--- src/rtl/fmqd_pkg.sv ---
// fmqd_pkg: widths, register map, cordic angle table and stage payload type
// for the fm quadrature discriminator; depends on nothing
package fmqd_pkg;

  // signed 16x16 product, sum of two products, cordic x/y and angle widths
  localparam int PROD_W = 32;
  localparam int SUM_W  = 33;
  localparam int XY_W   = 35;
  localparam int Z_W    = 34;
  localparam int ANG_W  = Z_W - 16;
  localparam int GAIN_W = 16;
  localparam int MUL_W  = ANG_W + GAIN_W + 1;
  localparam int ATAN_LEN = 24;

  // register map (index into the register list)
  localparam logic REG_FREQ_GAIN = 1'b0;
  localparam logic [GAIN_W-1:0] FREQ_GAIN_RST = 16'd804;

  // quarter turn in angle units where pi is 2^31
  localparam logic signed [Z_W-1:0] QUARTER_TURN = 34'sd1073741824;

  typedef struct packed {
    logic signed [XY_W-1:0] x;
    logic signed [XY_W-1:0] y;
    logic signed [Z_W-1:0]  z;
    logic                   zero;
  } cordic_t;

  // atan(2^-k) with pi = 2^31, rounded to nearest
  function automatic logic [31:0] atan_unit(input int k);
    logic [31:0] v;
    case (k)
      0:  v = 32'd536870912;
      1:  v = 32'd316933406;
      2:  v = 32'd167458907;
      3:  v = 32'd85004756;
      4:  v = 32'd42667331;
      5:  v = 32'd21354465;
      6:  v = 32'd10679838;
      7:  v = 32'd5340245;
      8:  v = 32'd2670163;
      9:  v = 32'd1335087;
      10: v = 32'd667544;
      11: v = 32'd333772;
      12: v = 32'd166886;
      13: v = 32'd83443;
      14: v = 32'd41722;
      15: v = 32'd20861;
      16: v = 32'd10430;
      17: v = 32'd5215;
      18: v = 32'd2608;
      19: v = 32'd1304;
      20: v = 32'd652;
      21: v = 32'd326;
      22: v = 32'd163;
      23: v = 32'd81;
      default: v = 32'd0;
    endcase
    return v;
  endfunction

endpackage

--- src/rtl/fmqd_cordic_stage.sv ---
// fmqd_cordic_stage: one registered vectoring iteration of the cordic
// depends on fmqd_pkg (cordic_t, atan_unit)
module fmqd_cordic_stage
  import fmqd_pkg::*;
#(
  parameter int K = 0
) (
  input  logic    clk,
  input  logic    rst_n,
  input  logic    adv,
  input  logic    in_vld,
  input  cordic_t in_d,
  output logic    out_vld,
  output cordic_t out_d
);

  localparam logic signed [Z_W-1:0] ATAN_K = Z_W'(atan_unit(K));

  logic                   vld_r;
  cordic_t                d_r;
  cordic_t                d_nxt;
  logic signed [XY_W-1:0] xs;
  logic signed [XY_W-1:0] ys;

  // arithmetic shift is floor division by 2^K
  assign xs = in_d.x >>> K;
  assign ys = in_d.y >>> K;

  always_comb begin
    d_nxt = in_d;
    if (!in_d.y[XY_W-1]) begin
      d_nxt.x = in_d.x + ys;
      d_nxt.y = in_d.y - xs;
      d_nxt.z = in_d.z + ATAN_K;
    end else begin
      d_nxt.x = in_d.x - ys;
      d_nxt.y = in_d.y + xs;
      d_nxt.z = in_d.z - ATAN_K;
    end
  end

  always_ff @(posedge clk) begin
    if (!rst_n) begin
      vld_r <= 1'b0;
    end else if (adv) begin
      vld_r <= in_vld;
    end
  end

  always_ff @(posedge clk) begin
    if (adv) begin
      d_r <= d_nxt;
    end
  end

  assign out_vld = vld_r;
  assign out_d   = d_r;

endmodule
--- config.mk ---
export PLATFORM = sky130hd
export DESIGN_NAME = fmqd_cordic_stage
export DESIGN_NICKNAME = d
export VERILOG_FILES = /design/src/rtl/fmqd_pkg.sv /design/src/rtl/fmqd_cordic_stage.sv
export SDC_FILE = /design/constraint.sdc
export NUM_CORES = 1
export LEC_CHECK = 0
export BUFFER_PORTS_ARGS = -buffer_cell sky130_fd_sc_hd__buf_2
export CORE_MARGIN = 2
export CORE_UTILIZATION = 56
export DETAILED_ROUTE_END_ITERATION = 10
export GPL_TIMING_DRIVEN = 0
export PLACE_DENSITY = 0.84
export SLEW_MARGIN = 20
export SYNTH_ARGS = -nofsm -noshare
export SYNTH_HDL_FRONTEND = slang
export SYNTH_SLANG_ARGS = --single-unit
--- constraint.sdc ---
create_clock -name clk -period 3.2 [get_ports clk]
set_clock_uncertainty 0.05 [all_clocks]
set_input_delay 0.32 -clock clk [delete_from_list [all_inputs] [get_ports clk]]
set_output_delay 0.32 -clock clk [all_outputs]
set_load 0.01 [all_outputs]
### After elaboration in Yosys (flattened, before gate mapping)

Cells that the tools add are included.

| storage, ports and cells | value |
|---|---|
| bits in registers | 106 |
| logic and storage cells | 11 |
| bits of input ports | 109 |
| output and inout bits | 106 |

| cells by class | value |
|---|---|
| mux-type cells | 1 |
| add/subtract/negate cells | 5 |

Operators by type and width:

| cell | count |
|---|---|
| $mux W104 | 1 |
| $sub A35 B35 Y35 | 2 |
| $add A35 B35 Y35 | 1 |
| $add A34 B31 Y34 const B | 1 |
| $sub A34 B31 Y34 const B | 1 |

### Depth between registers and ports, before layout

Gate-level depths: netlist of the first run.

| logic depth | value |
|---|---|
| depth after elaboration | 2 |
| mapped depth | 12 |
| depth with buffers taken out | 12 |

### Worst setup path before layout of the first run

OpenSTA, ideal clock, no wires.

| timing path | value |
|---|---|
| path kind | input to register |
| start point | in in_d[35] in the netlist's numbering |
| end point | reg d_r (netlist bit out_d[102]), data pin |
| setup slack | 0.372 ns |
| library setup time | 0.260 ns |
| cell stages on the path | 12 |
| arrival time | 2.518 ns |
| cells stage by stage | ha_1 > inv_1 > fa_1 > o21bai_1 > a211oi_1 > o21bai_1 > a21oi_1 > o31ai_1 > o21ai_1 > o41ai_2 > a21oi_1 > xnor2_1 |

RTL lines:

| what | line | RTL |
|---|---|---|
| start: declaration | fmqd_cordic_stage.sv:12 | `input cordic_t in_d,` |
| end signal: assignment | fmqd_cordic_stage.sv:52 | `d_r <= d_nxt;` |
| end: declaration | fmqd_cordic_stage.sv:20 | `cordic_t d_r;` |

==> reports/metrics.json, run 1 <==
{
  "global_route": {
    "global_route.usage.met1": 0.4975,
    "total_global_routing_overflow": 0,
    "grt_antenna_before_repair": 0,
    "grt_pass1_vias": 8764,
    "grt_use_met3": 0.06782,
    "global_route_wire_length_before_repair_mm": 48.62,
    "global_route.peak_usage_layer": "met2",
    "grt_start_max_net_pins": 76,
    "total_global_routing_track_utilization": 0.3574,
    "global_route.usage.met2": 0.5613
  },
  "floorplan": {
    "pin_count": 215,
    "placeableCoreArea_um2": 16410,
    "vertical_extent_of_the_die_um": 133.1,
    "placementRows": 47,
    "start_util": 0.5684,
    "dieArea_um2": 17700,
    "die_w_um": 133.1
  },
  "logic_synthesis": {
    "synth.top_cells.by_count": "127 x sky130_fd_sc_hd__a21oi_1, 107 x sky130_fd_sc_hd__ha_1, 105 x sky130_fd_sc_hd__inv_1",
    "number_of_enable_flip_flop_cells_after_synthesis": 104,
    "synthesis_stage_register_bit_count": 105,
    "synth_flop_type": "sky130_fd_sc_hd__edfxtp_1",
    "fraction_of_the_yosys_area_taken_by_sequential_cells": 0.3370,
    "post-synth-top-count-cell": "sky130_fd_sc_hd__a21oi_1",
    "syn-mean-instance-area_um2": 8.925,
    "postSynth.asyncResetShare": 0,
    "yosys_top_cell_by_area": "sky130_fd_sc_hd__edfxtp_1",
    "netlist_instances": 1045,
    "mappedNetlistNets": 1265,
    "ys.warnings.count": 0,
    "synth_top_area_share": 0.3349,
    "post_synth_main_area_contributors": "sky130_fd_sc_hd__edfxtp_1 33%, sky130_fd_sc_hd__ha_1 14%, sky130_fd_sc_hd__a21oi_1 6.8%, sky130_fd_sc_hd__xnor2_1 5.9%, sky130_fd_sc_hd__inv_1 4.2%",
    "ys_types": 74,
    "syn-cell-area_um2": 9326
  },
  "layout": {
    "layout-drive-gt1-share": 0.2310,
    "fin_nets": 1492,
    "ff_latch_area_um2": 3143,
    "area_delta_synth_final_pct": 19.17,
    "layoutNonFillerInstCount": 1497,
    "combined_area_of_the_multi_input_logic_cells_um2": 5682,
    "num-fill-cells": 1377,
    "final_design_area_no_fill_um2": 11110,
    "antenna_cells_inserted": 0
  },
  "detailed_routing": {
    "dr.pass1.iters": 6,
    "drt_wl_cell_um": 21.32,
    "dr.first_iter.drc_count": 1086,
    "post_drt_via_cell_ratio": 6.173,
    "vias": 9241,
    "routed_wl_mm": 31.91,
    "drtAntennaViolNets": 0,
    "drt_drc_violations_left": 0
  },
  "pwr": {
    "power_switching_mw": 1.772,
    "power_mw": 4.764,
    "ir_drop_uv": 269.8,
    "sequentialPowerShare": 0.382,
    "power_report.internal_total_mw": 2.992,
    "p_comb_frac": 0.382,
    "powerDensity_nw_per_um2": 428.7,
    "clock_power_share": 0.236,
    "power.share.switching": 0.3719,
    "total_leakage_power_nw": 5.050
  },
  "min_path": {
    "min_path_type": "primary input to flip-flop"
  },
  "sta": {
    "timing.final.setup_violations": 0,
    "final_number_of_max_transition_violations": 0,
    "final_min_period_over_clock_period": 0.9750,
    "max_freq_mhz": 320.5,
    "timing.slew.headroom": 0.2716,
    "finalCriticalPeriod_ns": 3.120,
    "fin_worst_hold_slack_ns": 0.07390,
    "setup_ws_ns": 0.08006,
    "timing_worst_slew_pin_value_ns": 1.093,
    "timing.final.hold_violations": 0
  },
  "worst_setup_path": {
    "critical_path.startpoint_type": "primary input",
    "cp_data_arrival_time_ns": 3.17,
    "setup.worst_path.end_class": "flip-flop",
    "criticalPathCategory": "primary input to flip-flop",
    "worst-path-max-fanout": 10,
    "cp.required_ns": 3.25,
    "r2r_setup_slack_ns": 2.56
  },
  "placed_design": {
    "io_buffer_count": 214,
    "preCtsSetupSlack_ns": -0.8840,
    "detailed_place.area_um2": 10710,
    "dp_hpwl_mm": 25.13,
    "gp_congestion": 1.020,
    "post-place-cells": 1480
  },
  "clock_tree": {
    "clock_sink_count": 105,
    "cts-root-to-sink-buffers": 2,
    "cts.reportedPaths.clkPinSlew_ns": 0.08,
    "cts_tree": "built",
    "post_cts_hold_buffer_count": 0,
    "clk-insertion-delay-late_ns": 0.36,
    "cts-root-buf": "sky130_fd_sc_hd__clkbuf_16",
    "htree_num_levels": 3,
    "numCtsBuffers": 9
  },
  "status": {
    "outcome": "complete, no violations"
  },
  "flow_run": {
    "number_of_max_capacitance_violations_reported": 0
  }
}
-- per-stage QoR --
stage | TNS [ns] | utilization
6_report | 0 | 0.6774
5_1_grt | -0.004362 | 0.6774
4_1_cts | 0 | 0.6726
3_5_place_dp | -8.876 | 0.6526
3_3_place_gp | -9.066 | 0.6505
2_1_floorplan | 0 | -
-- critical path: stages --
cell and delay, ns:
sky130_fd_sc_hd__buf_2 0.10, sky130_fd_sc_hd__inv_1 0.04, sky130_fd_sc_hd__ha_1 0.35, sky130_fd_sc_hd__buf_2 0.22, sky130_fd_sc_hd__a21oi_1 0.29, sky130_fd_sc_hd__o21ai_0 0.22, sky130_fd_sc_hd__a211oi_1 0.30, sky130_fd_sc_hd__o31ai_1 0.10
sky130_fd_sc_hd__o21bai_1 0.22, sky130_fd_sc_hd__a31oi_2 0.36, sky130_fd_sc_hd__o21ai_0 0.25, sky130_fd_sc_hd__a2bb2oi_1 0.20, sky130_fd_sc_hd__xor2_1 0.18
-- metal layers --
metal | share of wire | wire (um) | vias to the layer above
met3 | 0.10 | 3262 | 82
met1 | 0.42 | 13550 | 4348
li1 | - | - | 4185
met2 | 0.44 | 14170 | 626
met5 | 0 | 0 | -
met4 | 0.029 | 927 | 0
-- state kept, by name (all words and copies together) (netlist names) --
signal   flops
out_d      104
out_vld      1
-- area by class of cell --
type | count | share of cell area
Multi-Input combinational cell | 784 | 0.5112
Sequential cell | 105 | 0.2828
Timing Repair Buffer | 216 | 0.1001
Inverter | 110 | 0.03715
Tap cell | 220 | 0.02477
Clock buffer | 10 | 0.02060
Buffer | 46 | 0.01824
Clock inverter | 6 | 0.005178
-- kinds of logic (layout without fill, tap and decap cells) --
kind of cell | Yosys count | in the layout | synth area share
compound gates | 347 | 347 | 0.2388
simple gates | 239 | 239 | 0.1222
buf+inv | 156 | 388 | 0.06587
fa+ha+maj | 111 | 111 | 0.1521
flops | 105 | 105 | 0.3370
xor+xnor | 70 | 70 | 0.06574
mux | 17 | 17 | 0.01824
-- power by group through the flow --
stage / logic (mW) / registers [mW] / clock network (mW)
floorplan: 0.960 / 1.96 / 0
finish: 1.82 / 1.82 / 1.12
global placement: 1.72 / 1.85 / 0
global route: 1.95 / 1.84 / 1.17
detailed placement: 1.74 / 1.85 / 0
CTS: 1.76 / 1.82 / 1.13
-- placed cells by master (no fill, tap or decap), drive strengths merged, types with 3 or more instances in the layout --
cell	netlist	layout
xnor2	63	63
a221o	4	4
nor3	13	13
o22ai	3	3
or4	4	4
clkbuf	16	26
nand2	45	45
nor2b	13	13
edfxtp	104	104
o21a	7	7
a311oi	3	3
inv	110	114
mux2i	17	17
a2bb2oi	4	4
nor2	91	91
a21oi	130	130
and2	4	4
a21boi	5	5
and3	11	11
o31ai	12	12
nor4	6	6
a21o	23	23
a31oi	4	4
o21ai	74	74
ha	107	107
o211ai	10	10
xor2	7	7
or2	3	3
a221oi	5	5
o21bai	22	22
nand3	16	16
nand2b	8	8
a211oi	13	13
nand4	18	18
buf	30	246
fa	4	4
or3	5	5
-- worst paths after layout --
kind             from  depth (start not counted)         end
max reg2reg   out_vld                          2     out_vld
max          in_d[43]                         13  out_d[101]
min reg2reg   out_vld                          2     out_vld
min          in_d[24]                          1   out_d[24]
-- what timing repair did --
item	4_1_cts	5_1_grt
pin swaps	1	5
resized for setup	6	17
setup endpoints to repair	11	18
buffers inserted	1	0
Power figures use the tool's default switching activity.
==> run 2: changes to the inputs <==
==> constraint.sdc (replaced) <==
create_clock -name clk -period 3.2 [get_ports clk]
set_clock_uncertainty 0.05 [all_clocks]
set_input_delay 0.64 -clock clk [delete_from_list [all_inputs] [get_ports clk]]
set_output_delay 0.64 -clock clk [all_outputs]
set_load 0.01 [all_outputs]
==> run 2 against run 1 <==
The run now ends with negative setup slack left. Clock power is essentially flat. Register-to-register slack is essentially flat. Maximum frequency shrank 4.4%. Critical endpoint is now out_d[69]. Non-clock buffer count grew 25. Combinational power grew 12%. Highest routed layer unchanged. Total power grew 4.4%. Final area grew 7.0%. Wire length grew 4.1%. Core utilization grew 4.7 points. Worst setup slack lost 0.14 ns. Sequential share of layout area shrank 1.9 points.
==> reports/metrics.json, run 2 (synthesized netlist as in run 1, its figures left out) <==
{
  "status": {
    "outcome": "finished, violations left",
    "violated_checks": "negative setup slack"
  },
  "clock_tree": {
    "cts-root-to-sink-buffers": 2,
    "post_cts_hold_buffer_count": 0,
    "htree_num_levels": 3,
    "clk-insertion-delay-late_ns": 0.35,
    "cts_tree": "built",
    "cts-root-buf": "sky130_fd_sc_hd__clkbuf_16",
    "numCtsBuffers": 9,
    "cts.reportedPaths.clkPinSlew_ns": 0.07,
    "clock_sink_count": 105
  },
  "worst_setup_path": {
    "crit_chain": "buf_2 -> ha_1 -> inv_1 -> fa_2 -> o21bai_4 -> a211oi_2 -> o21bai_2 -> buf_6 -> a211oi_4 -> o31a_1 -> o21ai_4 -> a211oi_4 -> a21oi_2 -> xnor2_2",
    "criticalPathCategory": "primary input to flip-flop",
    "critical-path-max-stage-delay_ns": 0.33,
    "critical_path.reg2reg.endpoint": "out_vld",
    "crit_slowest_cell": "sky130_fd_sc_hd__a211oi_4",
    "reg2reg_from": "out_vld",
    "library_cell_appearing_most_often_on_the_critical_path": "sky130_fd_sc_hd__a211oi_4",
    "cp_data_arrival_time_ns": 3.31,
    "setup.worst_path.end_class": "flip-flop",
    "ff2ff_path_depth": 2,
    "r2r_setup_slack_ns": 2.56,
    "critical_path.startpoint_type": "primary input",
    "worst-path-max-fanout": 4,
    "cp.required_ns": 3.25,
    "critical_path.startpoint": "in_d[35]"
  },
  "sta": {
    "final_min_period_over_clock_period": 1.020,
    "timing.slew.headroom": 0.2652,
    "timing_worst_slew_pin_value_ns": 1.102,
    "fin_setup_tns_ns": -0.08045,
    "max_freq_mhz": 306.5,
    "timing.final.setup_violations": 3,
    "final_number_of_max_transition_violations": 0,
    "fin_worst_hold_slack_ns": 0.3986,
    "setup_ws_ns": -0.06298,
    "timing.final.hold_violations": 0,
    "finalCriticalPeriod_ns": 3.263
  },
  "min_path": {
    "hold_depth": 1,
    "end_of_the_worst_hold_path": "out_d[19]",
    "min_path_type": "primary input to flip-flop",
    "hold_path.startpoint": "in_d[19]"
  },
  "detailed_routing": {
    "drt_drc_violations_left": 0,
    "vias": 9462,
    "drtAntennaViolNets": 0,
    "dr.first_iter.drc_count": 1021,
    "dr.pass1.iters": 5,
    "post_drt_via_cell_ratio": 6.217,
    "routed_wl_mm": 33.22,
    "drt_wl_cell_um": 21.83
  },
  "global_route": {
    "grt_pass1_vias": 8915,
    "global_route_wire_length_before_repair_mm": 49.29,
    "total_global_routing_overflow": 0,
    "grt_start_max_net_pins": 76,
    "grt_antenna_before_repair": 0,
    "total_global_routing_track_utilization": 0.3619
  },
  "layout": {
    "layoutNonFillerInstCount": 1522,
    "area_delta_synth_final_pct": 27.52,
    "fin_nets": 1517,
    "commonest_non_fill_non_tap_cells_in_the_layout": "215 x sky130_fd_sc_hd__buf_2, 111 x sky130_fd_sc_hd__a21oi_1, 104 x sky130_fd_sc_hd__edfxtp_1, 102 x sky130_fd_sc_hd__inv_1, 98 x sky130_fd_sc_hd__ha_1",
    "layout-drive-gt1-share": 0.2988,
    "largest_register_ffs": 104,
    "antenna_cells_inserted": 0,
    "num-fill-cells": 1274,
    "mostFrequentLayoutCell": "sky130_fd_sc_hd__buf_2"
  },
  "pwr": {
    "powerDensity_nw_per_um2": 418.2,
    "power_mw": 4.974,
    "ir_drop_uv": 267.4,
    "total_leakage_power_nw": 5.291
  },
  "placed_design": {
    "dp_hpwl_mm": 25.13,
    "io_buffer_count": 214,
    "post-place-cells": 1480,
    "gp_congestion": 1.020
  },
  "floorplan": {
    "dieArea_um2": 17700,
    "pin_count": 215,
    "start_util": 0.5684,
    "placementRows": 47,
    "die_w_um": 133.1,
    "vertical_extent_of_the_die_um": 133.1,
    "placeableCoreArea_um2": 16410
  },
  "flow_run": {
    "number_of_max_capacitance_violations_reported": 0
  }
}
[run 2: repair_timing]
action | 4_1_cts | 5_1_grt
resized for setup | 49 | 109
buffers inserted | 5 | 24
setup endpoints to repair | 24 | 29
pin swaps | 11 | 38
[run 2: power breakdown]
part / switching [mW] / total (mW) / internal [mW]
clock network: 0.571 / 1.12 / 0.549
logic: 1.24 / 2.03 / 0.791
registers: 0.0501 / 1.82 / 1.77
total: 1.86 / 4.97 / 3.11
[run 2: worst max-delay path, delay by kind of cell]
| family | cells | cell delay (ns) |
|---|---|---|
| compound gates | 8 | 1.66 |
| xor+xnor | 1 | 0.19 |
| buf+inv | 3 | 0.36 |
| fa+ha+maj | 2 | 0.45 |
[run 2: how the worst max path moves through the flow]
stage	endpoint	slack (ns)	depth (start not counted)
2_1_floorplan	out_d[102]	0.05	12
3_3_place_gp	out_d[67]	-1.17	13
3_5_place_dp	out_d[102]	-1.20	12
4_1_cts	out_d[69]	0.02	14
5_1_grt	out_d[69]	-0.04	14
6_report	out_d[69]	-0.06	14
[run 2: final cells by class]
cell class	count	area (um2)	area share
inverter	110	412.9	0.03472
tap	220	275.3	0.02315
sequential	105	3143	0.2643
clock buffer	10	229.0	0.01925
multi-input combinational	784	6172	0.5190
clock inverter	6	57.56	0.004840
buffer	43	261.5	0.02199
timing repair buffer	244	1341	0.1128
[run 2: stage by stage]
stage / cell area [um2] / utilization / worst slack, ns
final: 11890 / 0.7249 / -0.06298
after global routing: 11890 / 0.7249 / -0.04193
after CTS: 11260 / 0.6865 / 0.01524
after detailed placement: 10710 / 0.6526 / -1.204
after global placement: 10670 / 0.6505 / -1.167
after floorplan: 9326 / - / 0.05230
[run 2: per-layer routing]
layer,routed length (um),vias to the layer above,GRT usage
met5,0,-,0
met4,1133,0,0.1254
met2,14780,683,0.5702
met1,13620,4446,0.4907
met3,3689,92,0.08467
li1,-,4241,-
==> run 3: changes to the inputs <==
--- a/config.mk
+++ b/config.mk
@@ -11,6 +11,7 @@
 export DETAILED_ROUTE_END_ITERATION = 10
 export GPL_TIMING_DRIVEN = 0
 export PLACE_DENSITY = 0.84
+export RECOVER_POWER = 25
 export SLEW_MARGIN = 20
 export SYNTH_ARGS = -nofsm -noshare
 export SYNTH_HDL_FRONTEND = slang
==> run 3 against run 2 <==
The flow finishes with violations (max-capacitance violations, max-slew violations, negative setup slack). Combinational power about the same. Global-route usage unchanged. Hold slack about the same. Clock power about the same. First-iteration DRC count about the same. Via count is essentially flat. Non-clock buffer count unchanged. Final area hardly changed. Sequential power about the same. Critical path type unchanged. Largest power group unchanged. Total power about the same. Core utilization is 0.061 points lower.
==> reports/metrics.json, run 3 (synthesized netlist as in run 1, its figures left out) <==
{
  "global_route": {
    "total_global_routing_overflow": 0,
    "total_global_routing_track_utilization": 0.3619,
    "grt_pass1_vias": 8915,
    "global_route_wire_length_before_repair_mm": 49.29,
    "grt_start_max_net_pins": 76,
    "grt_antenna_before_repair": 0
  },
  "flow_run": {
    "number_of_max_capacitance_violations_reported": 1
  },
  "sta": {
    "timing.final.setup_violations": 2,
    "timing_worst_slew_pin_value_ns": 1.938,
    "timing.slew.headroom": -0.2923,
    "final_number_of_max_transition_violations": 31,
    "timing.final.hold_violations": 0,
    "setup_ws_ns": -0.05561,
    "max_freq_mhz": 307.2,
    "finalCriticalPeriod_ns": 3.256,
    "final_min_period_over_clock_period": 1.017
  },
  "min_path": {
    "min_path_type": "primary input to flip-flop",
    "hold_path.startpoint": "in_d[19]",
    "hold_depth": 1
  },
  "clock_tree": {
    "clk-insertion-delay-late_ns": 0.35,
    "cts_tree": "built",
    "cts.reportedPaths.clkPinSlew_ns": 0.07,
    "numCtsBuffers": 9,
    "post_cts_hold_buffer_count": 0,
    "clock_sink_count": 105,
    "cts-root-buf": "sky130_fd_sc_hd__clkbuf_16",
    "cts-root-to-sink-buffers": 2,
    "htree_num_levels": 3
  },
  "pwr": {
    "powerDensity_nw_per_um2": 418.7,
    "total_leakage_power_nw": 5.281,
    "power_mw": 4.975,
    "ir_drop_uv": 266.1
  },
  "layout": {
    "mostFrequentLayoutCell": "sky130_fd_sc_hd__buf_2",
    "combined_area_of_the_multi_input_logic_cells_um2": 6172,
    "finish.utilization": 0.7242,
    "largest_register_ffs": 104,
    "layout-drive-gt1-share": 0.2965,
    "commonest_non_fill_non_tap_cells_in_the_layout": "213 x sky130_fd_sc_hd__buf_2, 111 x sky130_fd_sc_hd__a21oi_1, 104 x sky130_fd_sc_hd__edfxtp_1, 102 x sky130_fd_sc_hd__inv_1, 98 x sky130_fd_sc_hd__ha_1",
    "layoutNonFillerInstCount": 1522,
    "antenna_cells_inserted": 0,
    "ff_latch_area_um2": 3143,
    "num-fill-cells": 1278,
    "area_delta_synth_final_pct": 27.41,
    "fin_nets": 1517
  },
  "floorplan": {
    "start_util": 0.5684,
    "pin_count": 215,
    "vertical_extent_of_the_die_um": 133.1,
    "dieArea_um2": 17700,
    "placementRows": 47,
    "die_w_um": 133.1,
    "placeableCoreArea_um2": 16410
  },
  "detailed_routing": {
    "drt_wl_cell_um": 21.85,
    "post_drt_via_cell_ratio": 6.213,
    "dr.first_iter.drc_count": 1022,
    "routed_wl_mm": 33.25,
    "dr.pass1.iters": 6,
    "drtAntennaViolNets": 0,
    "vias": 9456,
    "drt_drc_violations_left": 0
  },
  "worst_setup_path": {
    "cp_data_arrival_time_ns": 3.30,
    "reg2reg_from": "out_vld",
    "setup.worst_path.end_class": "flip-flop",
    "criticalPathCategory": "primary input to flip-flop",
    "ff2ff_path_depth": 2,
    "critical_path.startpoint_type": "primary input",
    "critical_path.startpoint": "in_d[35]",
    "worst-path-max-fanout": 4,
    "cp.required_ns": 3.25
  },
  "placed_design": {
    "post-place-cells": 1480,
    "gp_congestion": 1.020,
    "dp_hpwl_mm": 25.13,
    "io_buffer_count": 214,
    "preCtsSetupSlack_ns": -1.204
  },
  "status": {
    "violated_checks": "max-capacitance violations, max-slew violations, negative setup slack",
    "outcome": "finished, violations left"
  }
}
==> run 3: changes by cell type in the layout (fill, tap and decap cells not counted) <==
| cell | delta |
|---|---|
| sky130_fd_sc_hd__clkbuf_1 | +3 |
| sky130_fd_sc_hd__buf_2 | -2 |
| sky130_fd_sc_hd__buf_6 | -1 |
==> run 3: final cells by class <==
type	instances	area share
Sequential cell	105	0.2645
Timing Repair Buffer	244	0.1120
Clock buffer	10	0.01927
Multi-Input combinational cell	784	0.5194
Clock inverter	6	0.004844
Buffer	43	0.02201
Inverter	110	0.03475
Tap cell	220	0.02317
==> run 3: metal layers <==
layer  global-route usage  routed length (um)
met1               0.4907               13590
met2               0.5702               14780
met3              0.08467                3704
met4               0.1254                1179
met5                    0                   0
==> run 3: power breakdown <==
group	switching, mW	total, mW	internal, mW
clock network	0.571	1.12	0.549
registers	0.0501	1.82	1.77
logic	1.24	2.03	0.790
==> run 3: repair_timing <==
item / 4_1_cts / 5_1_grt
pin swaps: 11 / 38
cloned: 0 / 0
setup endpoints to repair: 24 / 29
gates resized for setup: 49 / 109
buffers inserted: 5 / 24
==> run 3: final timing paths <==
path	slack (ns)	end
worst min register to register	0.48	out_vld
worst min-delay path	0.40	out_d[19]
worst max register to register	2.56	out_vld
worst max-delay path	-0.06	out_d[69]
==> run 3: worst max-delay path, stage by stage <==
cell and delay (ns):
sky130_fd_sc_hd__buf_2 0.12, sky130_fd_sc_hd__ha_1 0.22, sky130_fd_sc_hd__inv_1 0.09, sky130_fd_sc_hd__fa_2 0.23
sky130_fd_sc_hd__o21bai_4 0.09, sky130_fd_sc_hd__a211oi_2 0.27, sky130_fd_sc_hd__o21bai_2 0.12, sky130_fd_sc_hd__buf_6 0.15
sky130_fd_sc_hd__a211oi_4 0.33, sky130_fd_sc_hd__o31a_1 0.30, sky130_fd_sc_hd__o21ai_4 0.14, sky130_fd_sc_hd__a211oi_4 0.30
sky130_fd_sc_hd__a21oi_2 0.10, sky130_fd_sc_hd__xnor2_2 0.19
==> run 3: per-stage QoR <==
stage / setup TNS (ns) / area (um2) / hold slack [ns]
finish: -0.06641 / 11880 / 0.3986
global route: -0.2084 / 11880 / 0.3846
CTS: 0 / 11260 / 0.3938
detailed placement: -20.51 / 10710 / 0.4629
global placement: -20.50 / 10670 / 0.4492
floorplan: 0 / 9326 / 0.4883
